===== src/sv/ppp_pkg.sv =====
`timescale 1ns / 1ps
// shared widths, stage numbering, register codes and helpers for the
// pinhole point projection core; no dependencies
package ppp_pkg;

  localparam int unsigned QW      = 16;  // quaternion component
  localparam int unsigned PW      = 32;  // point, translation, pixel
  localparam int unsigned EW      = 35;  // unclamped rotation entry
  localparam int unsigned RW      = 31;  // clamped rotation entry, +-2^29
  localparam int unsigned PRODW   = RW + PW;
  localparam int unsigned CAMW    = 64;
  localparam int unsigned MAGW    = 62;  // |camera coordinate| < 2^62
  localparam int unsigned PPW     = 63;  // 31 x 32 partial product
  localparam int unsigned NUMW    = 94;  // |num| * focal
  localparam int unsigned QBITS   = 34;  // quotient bits kept before clipping
  localparam int unsigned DIV_STG = 3 + QBITS + 1;

  localparam int unsigned ROT_STG = 4;
  localparam int unsigned STG_MAG = ROT_STG;
  localparam int unsigned STG_DIV = STG_MAG + 1;
  localparam int unsigned NSTG    = STG_DIV + DIV_STG;

  localparam logic [31:0] FOCAL_RST = 32'h0001_0000;
  localparam logic signed [EW-1:0] ONE_Q28 = 35'sd268435456;
  localparam logic signed [EW-1:0] RCLAMP  = 35'sd536870912;

  localparam int unsigned AW = 4;

  typedef enum logic [1:0] {
    REG_FOCAL,
    REG_PRIN_X,
    REG_PRIN_Y
  } reg_idx_e;

  typedef struct packed {
    logic [31:0] focal;
    logic [31:0] cx;
    logic [31:0] cy;
  } cfg_t;

  function automatic logic signed [RW-1:0] clamp_r(input logic signed [EW-1:0] v);
    logic signed [EW-1:0] c;
    begin
      if (v > RCLAMP) c = RCLAMP;
      else if (v < -RCLAMP) c = -RCLAMP;
      else c = v;
      return RW'(c);
    end
  endfunction

endpackage


===== src/sv/ppp_cfg.sv =====
`timescale 1ns / 1ps
// apb register file: focal length and principal point
// depends on ppp_pkg
module ppp_cfg
  import ppp_pkg::*;
(
  input  logic          clk_i,
  input  logic          rst_ni,
  input  logic          psel,
  input  logic          penable,
  input  logic          pwrite,
  input  logic [AW-1:0] paddr,
  input  logic [31:0]   pwdata,
  output logic [31:0]   prdata,
  output logic          pready,
  output cfg_t          cfg_o
);

  cfg_t     cfg_q, cfg_d;
  reg_idx_e idx;

  assign idx    = reg_idx_e'(paddr[AW-1:2]);
  assign pready = 1'b1;

  always_comb begin
    cfg_d = cfg_q;
    if (psel && penable && pwrite) begin
      case (idx)
        REG_FOCAL:  cfg_d.focal = pwdata;
        REG_PRIN_X: cfg_d.cx    = pwdata;
        REG_PRIN_Y: cfg_d.cy    = pwdata;
        default:    cfg_d       = cfg_q;
      endcase
    end
  end

  always_comb begin
    case (idx)
      REG_FOCAL:  prdata = cfg_q.focal;
      REG_PRIN_X: prdata = cfg_q.cx;
      REG_PRIN_Y: prdata = cfg_q.cy;
      default:    prdata = '0;
    endcase
  end

  always_ff @(posedge clk_i or negedge rst_ni) begin
    if (!rst_ni) begin
      cfg_q <= '{focal: FOCAL_RST, cx: '0, cy: '0};
    end else begin
      cfg_q <= cfg_d;
    end
  end

  assign cfg_o = cfg_q;

endmodule


===== config.mk =====
export PLATFORM = sky130hd
export DESIGN_NAME = ppp_cfg
export DESIGN_NICKNAME = d
export VERILOG_FILES = /design/src/sv/ppp_pkg.sv /design/src/sv/ppp_cfg.sv
export SDC_FILE = /design/constraint.sdc
export NUM_CORES = 1
export LEC_CHECK = 0
export BUFFER_PORTS_ARGS = -buffer_cell sky130_fd_sc_hd__buf_4
export CAP_MARGIN = 20
export CORE_UTILIZATION = 29
export CTS_CLUSTER_DIAMETER = 120
export DETAILED_ROUTE_END_ITERATION = 12
export PLACE_DENSITY = 0.49
export SKIP_CTS_REPAIR_TIMING = 1
export SLEW_MARGIN = 30
export SYNTH_ARGS = -nofsm -noshare
export SYNTH_HDL_FRONTEND = slang
export SYNTH_SLANG_ARGS = --single-unit

===== constraint.sdc =====
create_clock -name clk_i -period 1.13 [get_ports clk_i]
set_clock_uncertainty 0.2 [all_clocks]
set_input_delay 0 -clock clk_i [delete_from_list [all_inputs] [get_ports clk_i]]
set_output_delay 0 -clock clk_i [all_outputs]
set_load 0.005 [all_outputs]

==> results.yml <==
yosys:
  ys_warn_count: 0
  syn_area_um2: 4370
  synthAdderAreaFrac_pct: 0
  ys_ff_latch: 96
  postSynthAreaPerCell_um2: 13.8
  synthXorXnorAreaFrac_pct: 0
  seq_area_frac_synth_pct: 54.9
  synthMuxAreaShare_pct: 34.6
  yosys.area_share.simple_pct: 3.83
  netlist_instances: 316
  yosysUniqueCellTypes: 18
  synth_top_family_by_area: "multiplexers"
  synth-compound-area-share_pct: 3.66
  synth_nets: 357
pwr:
  peakVddDrop_mv: 1.02
  p_leak_nw: 3.81
  combPwrFrac_pct: 35.5
  pwr-share-seq_pct: 37.7
  p_sw_w: 0.00346
  powerDensity_nw_per_um2: 1740
  p_int_w: 0.00989
  p_clk_share_pct: 26.8
  finalPower_w: 0.0134
  swShare_pct: 25.9
sta:
  fin_crit_sh_pct: 125
  setup_viol: 124
  rsz0062_at_grt: "true"
  drv_slew: 0
  setup_ws_ns: -0.285
  fmax_mhz: 707
  totalNegativeSetupSlack_ns: -15.48
  hold_ws_ns: -0.0842
  layout_min_cycle_time_ns: 1.42
  hold_viol_final: 18
global_route:
  grt_max_degree: 29
  gr-total-overflow: 0
  grt_antenna_before_repair: 0
  track_usage_pct: 15.9
  grt_pass1_wl_um: 19100
  grt_pass1_vias: 3274
run:
  maxCapViolCount: 0
clock_tree:
  cts_num_sinks: 96
  clock-root-buffer: "clkbuf_16"
  tritoncts: "built"
  insertion_delay_ns: 0.35
  clk_pin_slew_ns: 0.07
  cts_buffer_depth: 2
  cts-buffers-inserted: 9
  h-tree-depth: 3
setup_path:
  path_cells: "mux2i_1 > o21ai_1 > buf_4"
  cp-start-kind: "flip-flop"
  required_ns: 0.93
  crit_slowest_cell: "dfstp_2"
  reg2reg_depth: 2
  cp_data_arrival_time_ns: 1.22
  cp-end-kind: "primary output"
  max_stage_delay_ns: 0.54
  cp_max_fo: 3
  criticalPathCategory: "reg2out"
floorplan:
  row_count: 44
  start_util_pct: 29.9
  die_height_um: 125
  io_pins: 170
  die_area_um2: 15600
  fp.dieW_um: 125
  fp.coreArea_um2: 14600
placed_design:
  pre_cts_ws_ns: -0.423
  portBuffers: 166
  hpwl_um: 8810
  gp_congestion: 0.715
drt:
  drtIter0Drc: 106
  ant_nets: 0
  wire_per_inst_um: 17.9
  detailroute.via_count: 3576
  via_per_inst: 4.63
  drtPass1Iterations: 8
  drt-total-wl_um: 13800
  drcViolationCount: 22
layout:
  nets: 624
  drive_gt1_share_pct: 61.7
  fill_cells: 1291
  final_common_cell: "buf_4"
  final_cell_mix: "147 x buf_4, 95 x dfrtp_1, 83 x buf_6"
  area.growth.synth_to_final_pct: 75.7
  diodes: 0
  largest_reg_flops: 96
  utilization_pct: 52.5
status:
  outcome: "finished, violations left"
  violations: "DRC, hold timing, setup timing"
min_path:
  holdCritPathClass: "in2async"
-- final cells by class --
type | count | area, um^2 | share of cell area [%]
Timing Repair Buffer | 278 | 2670 | 34.8
Sequential cell | 96 | 2400 | 31.3
Tap cell | 184 | 230 | 3.00
Clock inverter | 5 | 103 | 1.34
Clock buffer | 11 | 253 | 3.29
Multi-Input combinational cell | 198 | 2020 | 26.3
-- synthesized netlist by cell type --
master    instances  area share (%)
buf_6             3            0.77
nand2_1          32             2.7
conb_1            1           0.086
o21ai_0          32             3.7
mux2i_1          32             7.3
mux2_1            2            0.51
dfrtp_1          95              54
buf_2            10             1.1
dfstp_2           1            0.60
nand3_2           1            0.23
nor3b_2           1            0.29
clkbuf_1          7            0.60
mux2_2           64              16
or3b_1            1            0.20
mux2_4           30              10
nor3_2            1            0.23
buf_4             2            0.34
nor2b_1           1            0.14
-- kinds of logic after synthesis --
family / count (synthesis)
AND/OR/NAND/NOR: 37
buffers and inverters: 22
flip-flops: 96
other: 1
multiplexers: 128
AO/OA/AOI/OAI: 32
-- final timing paths --
kind	from	to	slack, ns
hold reg to reg	cfg_o[92]$_DFFE_PN0P_	cfg_o[92]$_DFFE_PN0P_	0.33
setup / recovery	cfg_o[80]$_DFFE_PN1P_	prdata[16]	-0.29
hold / removal	rst_ni	cfg_o[92]$_DFFE_PN0P_	-0.08
min in group clk_i	paddr[2]	cfg_o[31]$_DFFE_PN0P_	0.03
max in group asynchronous	rst_ni	cfg_o[66]$_DFFE_PN0P_	0.35
setup reg to reg	cfg_o[83]$_DFFE_PN0P_	cfg_o[83]$_DFFE_PN0P_	0
-- power groups by stage --
stage / clock, W / sequential [W] / combinational [W]
6_report: 0.00358 / 0.00503 / 0.00474
5_1_grt: 0.00382 / 0.00513 / 0.00507
4_1_cts: 0.00367 / 0.00499 / 0.00353
3_5_place_dp: 0 / 0.00503 / 0.00353
3_3_place_gp: 0 / 0.00504 / 0.00347
2_1_floorplan: 0 / 0.00492 / 0.00141
-- layer usage --
layer,vias to the layer above,track usage (%),share of wire [%]
li1,1644,-,-
met1,1806,20.4,46
met2,106,25.2,47
met3,20,5.33,5.0
met4,0,5.60,2.1
met5,-,0,0
-- critical path, delay by kind of cell, from the launching register on --
kind                   cells  cell delay, ns
DFF                        1            0.54
AOI/OAI and AO/OA          1            0.14
muxes                      1            0.06
buffers and inverters      1            0.13
-- through the flow --
stage	instance area, um^2	std cells
floorplan	4560	316
global placement	6110	667
detailed placement	6110	667
CTS	6470	683
global route	7680	772
finish	7680	772
(Power assumes the default switching activity.)
